$ cat src/rtl/core/bpc_pkg.sv
// shared types and constants for the barometric pressure compensation unit
package bpc_pkg;

   localparam int CsrAddrWidth = 5;

   localparam logic [2:0] RegAc1 = 3'd0;
   localparam logic [2:0] RegAc2 = 3'd1;
   localparam logic [2:0] RegAc3 = 3'd2;
   localparam logic [2:0] RegAc4 = 3'd3;
   localparam logic [2:0] RegAc5 = 3'd4;
   localparam logic [2:0] RegAc6 = 3'd5;
   localparam logic [2:0] RegB1B2 = 3'd6;
   localparam logic [2:0] RegMcMd = 3'd7;

   localparam logic [1:0] StatusOk = 2'd0;
   localparam logic [1:0] StatusRawZero = 2'd1;
   localparam logic [1:0] StatusDivZero = 2'd2;

   localparam logic [31:0] B6Offset = 32'd4000;
   localparam logic [31:0] PC1 = 32'd3038;
   localparam logic [31:0] PC2 = 32'hFFFF_E343; // -7357
   localparam logic [31:0] PC3 = 32'd3791;
   localparam logic [31:0] B7Scale = 32'd50000;
   localparam logic [31:0] HalfRange = 32'd32768;
   localparam logic [31:0] SignBit = 32'h8000_0000;

   // datapath steps, one per cycle except the divider wait
   typedef enum logic [4:0] {
      S_IDLE, S_T0, S_T1, S_T2, S_TDIV, S_TWAIT, S_TFIN,
      S_P0, S_P1, S_P2, S_P3, S_P4, S_P5, S_P6, S_P7, S_P8, S_P9,
      S_PDIV, S_PWAIT, S_P10, S_P11, S_P12, S_P13, S_P14, S_OUT
   } state_type;

   typedef struct packed {
      state_type step;
      logic      start;
   } cmd_type;

   typedef struct packed {
      logic raw_zero;
      logic div_zero;
      logic div_done;
   } sts_type;

   typedef struct packed {
      logic [15:0] ac1, ac2, ac3, ac4, ac5, ac6;
      logic [31:0] b1_b2, mc_md;
   } coef_type;

endpackage

$ cat src/rtl/core/bpc_stream_if.sv
// valid/ready channel carrying one item
interface bpc_stream_if #(parameter int Width = 25);
   logic             valid;
   logic             ready;
   logic [Width-1:0] data;
   modport source (output valid, output data, input ready);
   modport sink (input valid, input data, output ready);
endinterface

$ cat src/rtl/core/bpc_divider.sv
// restoring 32-bit unsigned divider, one quotient bit per cycle
module bpc_divider (
   input  logic        clock,
   input  logic        reset,
   input  logic        start,
   input  logic [31:0] dividend,
   input  logic [31:0] divisor,
   output logic [31:0] quotient,
   output logic        done
);
   logic [31:0] rem_ff, rem_in, quo_ff, quo_in, dsr_ff, dsr_in;
   logic [5:0]  cnt_ff, cnt_in;
   logic        busy_ff, busy_in, done_ff, done_in;
   logic [33:0] trial;

   always_comb begin
      rem_in = rem_ff;
      quo_in = quo_ff;
      dsr_in = dsr_ff;
      cnt_in = cnt_ff;
      busy_in = busy_ff;
      done_in = 1'b0;
      // shifted remainder can reach 33 bits, so the borrow sits in bit 33
      trial = {1'b0, rem_ff, quo_ff[31]} - {2'b0, dsr_ff};
      if (start) begin
         rem_in = '0;
         quo_in = dividend;
         dsr_in = divisor;
         cnt_in = 6'd32;
         busy_in = 1'b1;
      end else if (busy_ff) begin
         if (trial[33]) begin
            rem_in = {rem_ff[30:0], quo_ff[31]};
            quo_in = {quo_ff[30:0], 1'b0};
         end else begin
            rem_in = trial[31:0];
            quo_in = {quo_ff[30:0], 1'b1};
         end
         cnt_in = cnt_ff - 6'd1;
         if (cnt_ff == 6'd1) begin
            busy_in = 1'b0;
            done_in = 1'b1;
         end
      end
   end

   always_ff @(posedge clock) begin
      rem_ff <= rem_in;
      quo_ff <= quo_in;
      dsr_ff <= dsr_in;
      cnt_ff <= cnt_in;
      if (reset) begin
         busy_ff <= 1'b0;
         done_ff <= 1'b0;
      end else begin
         busy_ff <= busy_in;
         done_ff <= done_in;
      end
   end

   assign quotient = quo_ff;
   assign done = done_ff;
endmodule

$ cat src/rtl/core/bpc_datapath.sv
// compensation datapath: shared multiplier, shifter, divider and working registers
module bpc_datapath #(
   parameter int Oversampling = 3
) (
   input  logic              clock,
   input  logic              reset,
   input  bpc_pkg::cmd_type  cmd,
   input  bpc_pkg::coef_type coef,
   input  logic              in_load,
   input  logic              in_mode,
   input  logic [23:0]       in_raw,
   output bpc_pkg::sts_type  sts,
   output logic              res_kind,
   output logic [31:0]       res_value,
   output logic [1:0]        res_status
);
   import bpc_pkg::*;

   localparam int Oss = Oversampling;

   logic [31:0] raw_ff, raw_in;
   logic        mode_ff, mode_in;
   logic [31:0] a_ff, a_in, b_ff, b_in, c_ff, c_in, d_ff, d_in, e_ff, e_in;
   logic [31:0] term_ff, term_in;
   logic [31:0] val_ff, val_in;
   logic [1:0]  st_ff, st_in;
   logic [31:0] mul_a, mul_b, prod;
   logic [31:0] div_n, div_d, div_q;
   logic        div_start, div_done;
   logic [31:0] md, mcs, b1, b2, ac1, ac2, ac3;
   logic [63:0] b4_wide;

   // arithmetic right shift kept self-contained inside a sum
   function automatic logic [31:0] sra(input logic [31:0] x, input int n);
      return 32'($signed(x) >>> n);
   endfunction

   assign md  = {{16{coef.mc_md[15]}}, coef.mc_md[15:0]};
   assign mcs = {{16{coef.mc_md[31]}}, coef.mc_md[31:16]};
   assign b1  = {{16{coef.b1_b2[31]}}, coef.b1_b2[31:16]};
   assign b2  = {{16{coef.b1_b2[15]}}, coef.b1_b2[15:0]};
   assign ac1 = {{16{coef.ac1[15]}}, coef.ac1};
   assign ac2 = {{16{coef.ac2[15]}}, coef.ac2};
   assign ac3 = {{16{coef.ac3[15]}}, coef.ac3};

   // shared 32x32 multiplier, low word kept; b4 has its own ac4 product
   assign prod = mul_a * mul_b;
   assign b4_wide = {48'd0, coef.ac4} * {32'd0, a_ff};

   bpc_divider u_div (
      .clock(clock), .reset(reset), .start(div_start),
      .dividend(div_n), .divisor(div_d), .quotient(div_q), .done(div_done)
   );

   always_comb begin
      raw_in = raw_ff;
      mode_in = mode_ff;
      a_in = a_ff; b_in = b_ff; c_in = c_ff; d_in = d_ff; e_in = e_ff;
      term_in = term_ff;
      val_in = val_ff;
      st_in = st_ff;
      mul_a = a_ff;
      mul_b = b_ff;
      div_start = 1'b0;
      div_n = a_ff;
      div_d = b_ff;
      if (in_load) begin
         mode_in = in_mode;
         raw_in = in_mode ? ({8'd0, in_raw} >> (8 - Oss)) : {16'd0, in_raw[15:0]};
         val_in = '0;
         st_in = StatusOk;
      end
      case (cmd.step)
         S_T0: begin
            mul_a = raw_ff - {16'd0, coef.ac6};
            mul_b = {16'd0, coef.ac5};
            a_in = $signed(prod) >>> 15;              // x1
         end
         S_T1: begin
            b_in = a_ff + md;                          // den
            c_in = mcs << 11;                          // num
         end
         S_T2: begin
            d_in = c_ff[31] ? -c_ff : c_ff;
            e_in = b_ff[31] ? -b_ff : b_ff;
         end
         S_TDIV: begin
            div_start = 1'b1;
            div_n = d_ff;
            div_d = e_ff;
         end
         S_TFIN: begin
            e_in = a_ff + ((c_ff[31] ^ b_ff[31]) ? -div_q : div_q);
         end
         S_P0: begin
            a_in = term_ff - B6Offset;                 // b6
         end
         S_P1: begin
            mul_a = a_ff; mul_b = a_ff;
            b_in = $signed(prod) >>> 12;               // sq
         end
         S_P2: begin
            mul_a = b2; mul_b = b_ff;
            c_in = $signed(prod) >>> 11;
         end
         S_P3: begin
            mul_a = ac2; mul_b = a_ff;
            c_in = c_ff + sra(prod, 11);               // x3
         end
         S_P4: begin
            d_in = $signed((((ac1 << 2) + c_ff) << Oss) + 32'd2) >>> 2; // b3
         end
         S_P5: begin
            mul_a = ac3; mul_b = a_ff;
            c_in = $signed(prod) >>> 13;
         end
         S_P6: begin
            mul_a = b1; mul_b = b_ff;
            c_in = sra(c_ff + sra(prod, 16) + 32'd2, 2);
         end
         S_P7: begin
            a_in = c_ff + HalfRange;
         end
         S_P8: begin
            b_in = b4_wide[46:15];                     // b4
         end
         S_P9: begin
            mul_a = raw_ff - d_ff; mul_b = B7Scale >> Oss;
            e_in = prod;                               // b7
         end
         S_PDIV: begin
            div_start = 1'b1;
            div_n = (e_ff < SignBit) ? (e_ff << 1) : e_ff;
            div_d = b_ff;
         end
         S_P10: begin
            c_in = (e_ff < SignBit) ? div_q : (div_q << 1); // p
         end
         S_P11: begin
            mul_a = $signed(c_ff) >>> 8; mul_b = $signed(c_ff) >>> 8;
            d_in = prod;
         end
         S_P12: begin
            mul_a = d_ff; mul_b = PC1;
            d_in = $signed(prod) >>> 16;
         end
         S_P13: begin
            mul_a = PC2; mul_b = c_ff;
            d_in = d_ff + sra(prod, 16);
         end
         S_P14: begin
            e_in = c_ff + sra(d_ff + PC3, 4);
         end
         S_OUT: begin
            if (sts.raw_zero) begin
               st_in = StatusRawZero;
               val_in = '0;
            end else if (sts.div_zero) begin
               st_in = StatusDivZero;
               val_in = '0;
            end else if (!mode_ff) begin
               term_in = e_ff;
               val_in = $signed(e_ff + 32'd8) >>> 4;
            end else begin
               val_in = e_ff;
            end
         end
         default: ;
      endcase
   end

   always_ff @(posedge clock) begin
      raw_ff <= raw_in; mode_ff <= mode_in;
      a_ff <= a_in; b_ff <= b_in; c_ff <= c_in; d_ff <= d_in; e_ff <= e_in;
      val_ff <= val_in; st_ff <= st_in;
      if (reset) term_ff <= '0;
      else term_ff <= term_in;
   end

   assign sts.raw_zero = (raw_ff == 32'd0);
   assign sts.div_zero = (b_ff == 32'd0);
   assign sts.div_done = div_done;
   assign res_kind = mode_ff;
   assign res_value = val_ff;
   assign res_status = st_ff;
endmodule

$ cat src/rtl/core/bpc_controller.sv
// sequencer stepping the datapath through one item
module bpc_controller (
   input  logic             clock,
   input  logic             reset,
   input  logic             start,
   input  logic             mode,
   input  bpc_pkg::sts_type sts,
   output bpc_pkg::cmd_type cmd,
   output logic             idle,
   output logic             finish
);
   import bpc_pkg::*;

   state_type state_ff, state_in;

   always_ff @(posedge clock) begin
      if (reset) state_ff <= S_IDLE;
      else state_ff <= state_in;
   end

   always_comb begin
      state_in = state_ff;
      finish = 1'b0;
      case (state_ff)
         S_IDLE:  if (start) state_in = mode ? S_P0 : S_T0;
         S_T0:    state_in = sts.raw_zero ? S_OUT : S_T1;
         S_T1:    state_in = S_T2;
         S_T2:    state_in = sts.div_zero ? S_OUT : S_TDIV;
         S_TDIV:  state_in = S_TWAIT;
         S_TWAIT: if (sts.div_done) state_in = S_TFIN;
         S_TFIN:  state_in = S_OUT;
         S_P0:    state_in = sts.raw_zero ? S_OUT : S_P1;
         S_P1:    state_in = S_P2;
         S_P2:    state_in = S_P3;
         S_P3:    state_in = S_P4;
         S_P4:    state_in = S_P5;
         S_P5:    state_in = S_P6;
         S_P6:    state_in = S_P7;
         S_P7:    state_in = S_P8;
         S_P8:    state_in = S_P9;
         S_P9:    state_in = sts.div_zero ? S_OUT : S_PDIV;
         S_PDIV:  state_in = S_PWAIT;
         S_PWAIT: if (sts.div_done) state_in = S_P10;
         S_P10:   state_in = S_P11;
         S_P11:   state_in = S_P12;
         S_P12:   state_in = S_P13;
         S_P13:   state_in = S_P14;
         S_P14:   state_in = S_OUT;
         S_OUT: begin
            finish = 1'b1;
            state_in = S_IDLE;
         end
         default: state_in = S_IDLE;
      endcase
   end

   assign cmd.step = state_ff;
   assign cmd.start = start;
   assign idle = (state_ff == S_IDLE);
endmodule

$ cat src/rtl/core/barometric_pressure_compensation_unit.sv
// top level of the barometric pressure compensation unit
// Compensates raw barometric sensor readings with calibration coefficients held
// in eight csr registers. A mode 0 item is a raw temperature reading: the unit
// keeps the intermediate term and returns temperature in 0.1 degree steps. A mode
// 1 item is a raw pressure reading shifted by 8 minus the oversampling setting:
// it uses the kept term and returns pressure in pascals. One item is worked at a
// time, stepping through the shared multiplier and the bit-serial divider. The
// result sits in an output register, and the next item is accepted only once
// that result has been taken.
module barometric_pressure_compensation_unit #(
   parameter int Oversampling = 3
) (
   input  logic                              clock,
   input  logic                              reset,
   bpc_stream_if.sink                        req,
   bpc_stream_if.source                      rsp,
   input  logic                              csr_psel,
   input  logic                              csr_penable,
   input  logic                              csr_pwrite,
   input  logic [bpc_pkg::CsrAddrWidth-1:0]  csr_paddr,
   input  logic [31:0]                       csr_pwdata,
   output logic [31:0]                       csr_prdata,
   output logic                              csr_pready
);
   import bpc_pkg::*;

   coef_type coef_ff, coef_in;
   cmd_type  cmd;
   sts_type  sts;
   logic     idle, finish, accept;
   logic     rsp_valid_ff, rsp_valid_in;
   logic     finish_d_ff;
   logic     out_kind_ff;
   logic [31:0] out_value_ff;
   logic [1:0]  out_status_ff;
   logic        dp_kind;
   logic [31:0] dp_value;
   logic [1:0]  dp_status;
   logic [2:0]  reg_idx;
   logic        wr;

   // csr register file
   assign csr_pready = 1'b1;
   assign reg_idx = csr_paddr[4:2];
   assign wr = csr_psel && csr_penable && csr_pwrite;

   always_comb begin
      coef_in = coef_ff;
      if (wr && csr_paddr[1:0] == 2'd0) begin
         case (reg_idx)
            RegAc1:  coef_in.ac1 = csr_pwdata[15:0];
            RegAc2:  coef_in.ac2 = csr_pwdata[15:0];
            RegAc3:  coef_in.ac3 = csr_pwdata[15:0];
            RegAc4:  coef_in.ac4 = csr_pwdata[15:0];
            RegAc5:  coef_in.ac5 = csr_pwdata[15:0];
            RegAc6:  coef_in.ac6 = csr_pwdata[15:0];
            RegB1B2: coef_in.b1_b2 = csr_pwdata;
            RegMcMd: coef_in.mc_md = csr_pwdata;
            default: ;
         endcase
      end
   end

   always_comb begin
      case (reg_idx)
         RegAc1:  csr_prdata = {16'd0, coef_ff.ac1};
         RegAc2:  csr_prdata = {16'd0, coef_ff.ac2};
         RegAc3:  csr_prdata = {16'd0, coef_ff.ac3};
         RegAc4:  csr_prdata = {16'd0, coef_ff.ac4};
         RegAc5:  csr_prdata = {16'd0, coef_ff.ac5};
         RegAc6:  csr_prdata = {16'd0, coef_ff.ac6};
         RegB1B2: csr_prdata = coef_ff.b1_b2;
         RegMcMd: csr_prdata = coef_ff.mc_md;
         default: csr_prdata = '0;
      endcase
   end

   always_ff @(posedge clock) begin
      if (reset) begin
         coef_ff.ac1 <= 16'd408;
         coef_ff.ac2 <= 16'hFFB8;
         coef_ff.ac3 <= 16'hC7D1;
         coef_ff.ac4 <= 16'd32741;
         coef_ff.ac5 <= 16'd32757;
         coef_ff.ac6 <= 16'd23153;
         coef_ff.b1_b2 <= 32'd405667844;
         coef_ff.mc_md <= 32'd3724086068;
      end else begin
         coef_ff <= coef_in;
      end
   end

   // take an item only when the sequencer is idle and no result is pending
   assign req.ready = idle && !finish_d_ff && !rsp_valid_ff;
   assign accept = req.valid && req.ready;

   bpc_controller u_ctrl (
      .clock(clock), .reset(reset), .start(accept), .mode(req.data[24]),
      .sts(sts), .cmd(cmd), .idle(idle), .finish(finish)
   );

   bpc_datapath #(.Oversampling(Oversampling)) u_dp (
      .clock(clock), .reset(reset), .cmd(cmd), .coef(coef_ff),
      .in_load(accept), .in_mode(req.data[24]), .in_raw(req.data[23:0]),
      .sts(sts), .res_kind(dp_kind), .res_value(dp_value), .res_status(dp_status)
   );

   // output register; datapath result is valid in the cycle after the out step
   always_ff @(posedge clock) begin
      if (reset) finish_d_ff <= 1'b0;
      else finish_d_ff <= finish;
   end

   // result waits here until taken; no new item starts meanwhile
   always_comb begin
      rsp_valid_in = rsp_valid_ff;
      if (rsp_valid_ff && rsp.ready) rsp_valid_in = 1'b0;
      if (finish_d_ff) rsp_valid_in = 1'b1;
   end

   always_ff @(posedge clock) begin
      if (reset) rsp_valid_ff <= 1'b0;
      else rsp_valid_ff <= rsp_valid_in;
      if (finish_d_ff) begin
         out_kind_ff <= dp_kind;
         out_value_ff <= dp_value;
         out_status_ff <= dp_status;
      end
   end

   assign rsp.valid = rsp_valid_ff;
   assign rsp.data = {out_kind_ff, out_value_ff, out_status_ff};
endmodule

$ cat src/flat_wrapper.sv
// flat-port wrapper written by rule: the top's interface ports become plain ports
module barometric_pressure_compensation_unit_flat import bpc_pkg::*;
#(
   parameter int Oversampling = 3
)
  (clock, reset, csr_psel, csr_penable, csr_pwrite, csr_paddr, csr_pwdata, csr_prdata, csr_pready, req_valid, req_data, req_ready, rsp_valid, rsp_data, rsp_ready);
  bpc_stream_if #(.Width(25)) req_i ();
  bpc_stream_if #(.Width(35)) rsp_i ();
  input  logic clock;
  input  logic reset;
  input  logic csr_psel;
  input  logic csr_penable;
  input  logic csr_pwrite;
  input  logic [bpc_pkg::CsrAddrWidth-1:0] csr_paddr;
  input  logic [31:0] csr_pwdata;
  output logic [31:0] csr_prdata;
  output logic csr_pready;
  input wire logic [$bits(req_i.valid)-1:0] req_valid;
  input wire logic [$bits(req_i.data)-1:0] req_data;
  output wire logic [$bits(req_i.ready)-1:0] req_ready;
  output wire logic [$bits(rsp_i.valid)-1:0] rsp_valid;
  output wire logic [$bits(rsp_i.data)-1:0] rsp_data;
  input wire logic [$bits(rsp_i.ready)-1:0] rsp_ready;
  assign req_i.valid = req_valid;
  assign req_i.data = req_data;
  assign req_ready = req_i.ready;
  assign rsp_valid = rsp_i.valid;
  assign rsp_data = rsp_i.data;
  assign rsp_i.ready = rsp_ready;
  barometric_pressure_compensation_unit #(.Oversampling(Oversampling)) u_core (.clock(clock), .reset(reset), .req(req_i), .rsp(rsp_i), .csr_psel(csr_psel), .csr_penable(csr_penable), .csr_pwrite(csr_pwrite), .csr_paddr(csr_paddr), .csr_pwdata(csr_pwdata), .csr_prdata(csr_prdata), .csr_pready(csr_pready));
endmodule
$ cat config.mk
export PLATFORM = sky130hd
export DESIGN_NAME = barometric_pressure_compensation_unit_flat
export DESIGN_NICKNAME = d
export VERILOG_FILES = /design/src/rtl/core/bpc_pkg.sv /design/src/rtl/core/bpc_stream_if.sv /design/src/rtl/core/bpc_divider.sv /design/src/rtl/core/bpc_datapath.sv /design/src/rtl/core/bpc_controller.sv /design/src/rtl/core/barometric_pressure_compensation_unit.sv /design/src/flat_wrapper.sv
export SDC_FILE = /design/constraint.sdc
export NUM_CORES = 2
export LEC_CHECK = 0
export BUFFER_PORTS_ARGS = -buffer_cell sky130_fd_sc_hd__buf_2
export CAP_MARGIN = 20
export CORE_MARGIN = 8
export CORE_UTILIZATION = 45
export CTS_BUF_LIST = sky130_fd_sc_hd__clkbuf_8
export DETAILED_ROUTE_END_ITERATION = 12
export PLACE_DENSITY_LB_ADDON = 0.15
export SYNTH_ARGS = -nofsm -noshare
export SYNTH_HDL_FRONTEND = slang
export SYNTH_SLANG_ARGS = --single-unit
$ cat constraint.sdc
create_clock -name clock -period 36.7 [get_ports clock]
set_input_delay 0 -clock clock [delete_from_list [all_inputs] [get_ports clock]]
set_output_delay 0 -clock clock [all_outputs]
set_load 0.05 [all_outputs]
==> impl_metrics.env <==
export IMPL_synth_compound_area_share_pct=15.0
export IMPL_critPathLaunchType="register"
export IMPL_path_max_fanout=36
export IMPL_worstMarginPinSlew_ns=1.29
export IMPL_wl_per_cell_um=30.2
export IMPL_cts_sinks=552
export IMPL_wirelength_um=336000
export IMPL_regMostFlops="u_core.coef_ff"
export IMPL_ant_nets=0
export IMPL_synth_area_leaders="fa_1 23%, edfxtp_1 13%, ha_1 8.8%, nand2_1 6.5%, dfxtp_1 6.5%"
export IMPL_slowest_delay_ns=0.69
export IMPL_drt_pass1_iterations=7
export IMPL_coreArea_um2=165000
export IMPL_portBuffers=137
export IMPL_row_count=149
export IMPL_crit_type="register to register"
export IMPL_io_pins=139
export IMPL_yosys_area_top_type="fa_1"
export IMPL_path_clk_slew_ns=0.06
export IMPL_layout_setup_ws_ns=20.15
export IMPL_design_area_um2=81200
export IMPL_drive_gt1_share_pct=7.94
export IMPL_cts_root_buffer="clkbuf_8"
export IMPL_setup_viol_count_final=0
export IMPL_syn_area_um2=74400
export IMPL_clock_fmax_mhz=60.4
export IMPL_clock_path_buffers=3
export IMPL_synth_edff_count=311
export IMPL_antenna_found_initial=44
export IMPL_nNetsFinal=10300
export IMPL_hold_class="primary input to register"
export IMPL_largest_reg_flops=160
export IMPL_synth_nets=10200
export IMPL_grt_pass1_vias=68300
export IMPL_place_worst_setup_slack_ns=20.47
export IMPL_fillers=15900
export IMPL_final_cell_mix="1288 x nand2_1, 1066 x inv_1, 842 x fa_1"
export IMPL_fp_dieArea_um2=179000
export IMPL_die_y_um=423
export IMPL_drt_initial_drc_count=8056
export IMPL_synth_warning_count=0
export IMPL_viasPerCell=6.16
export IMPL_grt_pass1_wl_um=481000
export IMPL_yosysTopAreaCellShare_pct=22.7
export IMPL_grt_ovfl_total=0
export IMPL_synth_async_reset_ratio_pct=0
export IMPL_synth_top_family_by_area="adder cells"
export IMPL_avgSynthCellArea_um2=8.50
export IMPL_clock_skew_ns=0.0498
export IMPL_drv_cap=0
export IMPL_cp_common_cell="fa_1"
export IMPL_slew_viol_final=0
export IMPL_post_route_period_util_pct=45.1
export IMPL_worstPathArrival_ns=17.18
export IMPL_slowest_stage="o22ai_1"
export IMPL_crit_path_end_kind="register"
export IMPL_initial_core_util_pct=45.2
export IMPL_layout_commonest_cell="nand2_1"
export IMPL_cts_tree="yes"
export IMPL_netlist_cell_type_count=117
export IMPL_die_x_um=423
export IMPL_grt_max_degree=86
export IMPL_fin_setup_tns_ns=0
export IMPL_synth_xor_area_share_pct=5.89
export IMPL_status="finished clean"
export IMPL_ys_ff_latch=552
export IMPL_drc=0
export IMPL_clk_latency_ns=0.89
export IMPL_dpl_cell_area_um2=77800
export IMPL_grtUsageTotal_pct=36.5
export IMPL_cts_buffers=106
export IMPL_syn2layout_area_growth_pct=9.24
export IMPL_h_tree_depth=3
export IMPL_synth_main_ff_cell="edfxtp_1"
export IMPL_synth_simple_area_share_pct=17.8
export IMPL_rsz0062_at_grt="no"
export IMPL_synthMuxAreaShare_pct=2.65
export IMPL_seq_area_frac_synth_pct=19.0
export IMPL_synthAdderAreaFrac_pct=31.5
export IMPL_netlist_instances=8749
export IMPL_postCtsSetupBuffers=0
export IMPL_relSlewSlack_pct=14.1
export IMPL_vias=68400
export IMPL_fin_crit_ns=16.55
export IMPL_finalHoldViolations=0
export IMPL_place_gp_congestion=1.04
export IMPL_required_ns=37.33
export IMPL_place_hpwl_um=255000
==> layout make-up <==
type	instances	area, um2	area share (%)
Multi-Input combinational cell	6628	54500	67.0
Inverter	1041	3910	4.81
Sequential cell	552	14200	17.4
Timing Repair Buffer	488	3600	4.43
Clock inverter	81	746	0.918
Clock buffer	113	1560	1.91
Antenna cell	26	65.1	0.0801
Tap cell	2189	2740	3.37
==> worst max-delay path: cells and delay by family (launching register included) <==
| kind | cells | cell delay, ns |
|---|---|---|
| adders and majority gates | 11 | 4.95 |
| AOI/OAI and AO/OA | 17 | 4.57 |
| xor gates and xnor gates | 13 | 3.01 |
| buffers and inverters | 7 | 1.42 |
| and+or+nand+nor | 7 | 1.60 |
| DFF | 1 | 0.30 |
| muxes | 1 | 0.27 |
==> per-stage QoR <==
step,util (%),hold WS (ns),std cells
3_5_place_dp,47.2,0.236,10800
3_3_place_gp,47.2,0.230,10800
2_1_floorplan,-,0.0989,8749
5_1_grt,49.3,0.0445,11100
4_1_cts,49.3,0.000179,11100
6_report,49.3,0.0802,11100
==> per-layer routing <==
| layer | wire [um] | up-vias | GRT usage [%] |
|---|---|---|---|
| met5 | 57 | - | 0 |
| met4 | 27500 | 10 | 24.1 |
| met3 | 36400 | 1057 | 9.83 |
| met2 | 145000 | 3994 | 55.6 |
| met1 | 128000 | 34000 | 45.6 |
| li1 | - | 29400 | - |
==> repair_timing <==
item,in CTS,in global routing
hold endpoints to repair,240,0
gates resized for setup,0,0
hold buffers,109,0
==> cell usage after synthesis, drive strengths merged (173+ instances only) <==
library cell and count:
xor2 173, fa 842, clkbuf 438, edfxtp 311, a21oi 465, dfxtp 241
o21ai 309, nand2 1289, ha 525, nor2 728, inv 1039, xnor2 300
==> path summary, 6_finish.rpt <==
kind                             end  depth (start not counted)  slack, ns                      start
max             u_core.u_dp.c_ff[31]                         56      20.15  u_core.u_ctrl.state_ff[0]
min            u_core.u_dp.raw_ff[3]                          3       0.08                req_data[8]
max reg2reg     u_core.u_dp.c_ff[31]                         56      20.15  u_core.u_ctrl.state_ff[0]
min reg2reg  u_core.out_value_ff[28]                          0       0.42  u_core.u_dp.res_value[28]
==> logic make-up (layout without fill, tap and decap cells) <==
kind of cell / count (synthesis) / count (layout)
flip-flops: 552 / 552
AND/OR/NAND/NOR: 2941 / 2941
multiplexers: 180 / 180
other: 1 / 27
adder cells (fa/ha/maj): 1367 / 1367
AO/OA/AOI/OAI: 1656 / 1656
buffers and inverters: 1569 / 1723
XOR/XNOR: 483 / 483
Power is not shown: default switching activity piles up to over one toggle a cycle in this logic, so the estimate is an artifact.
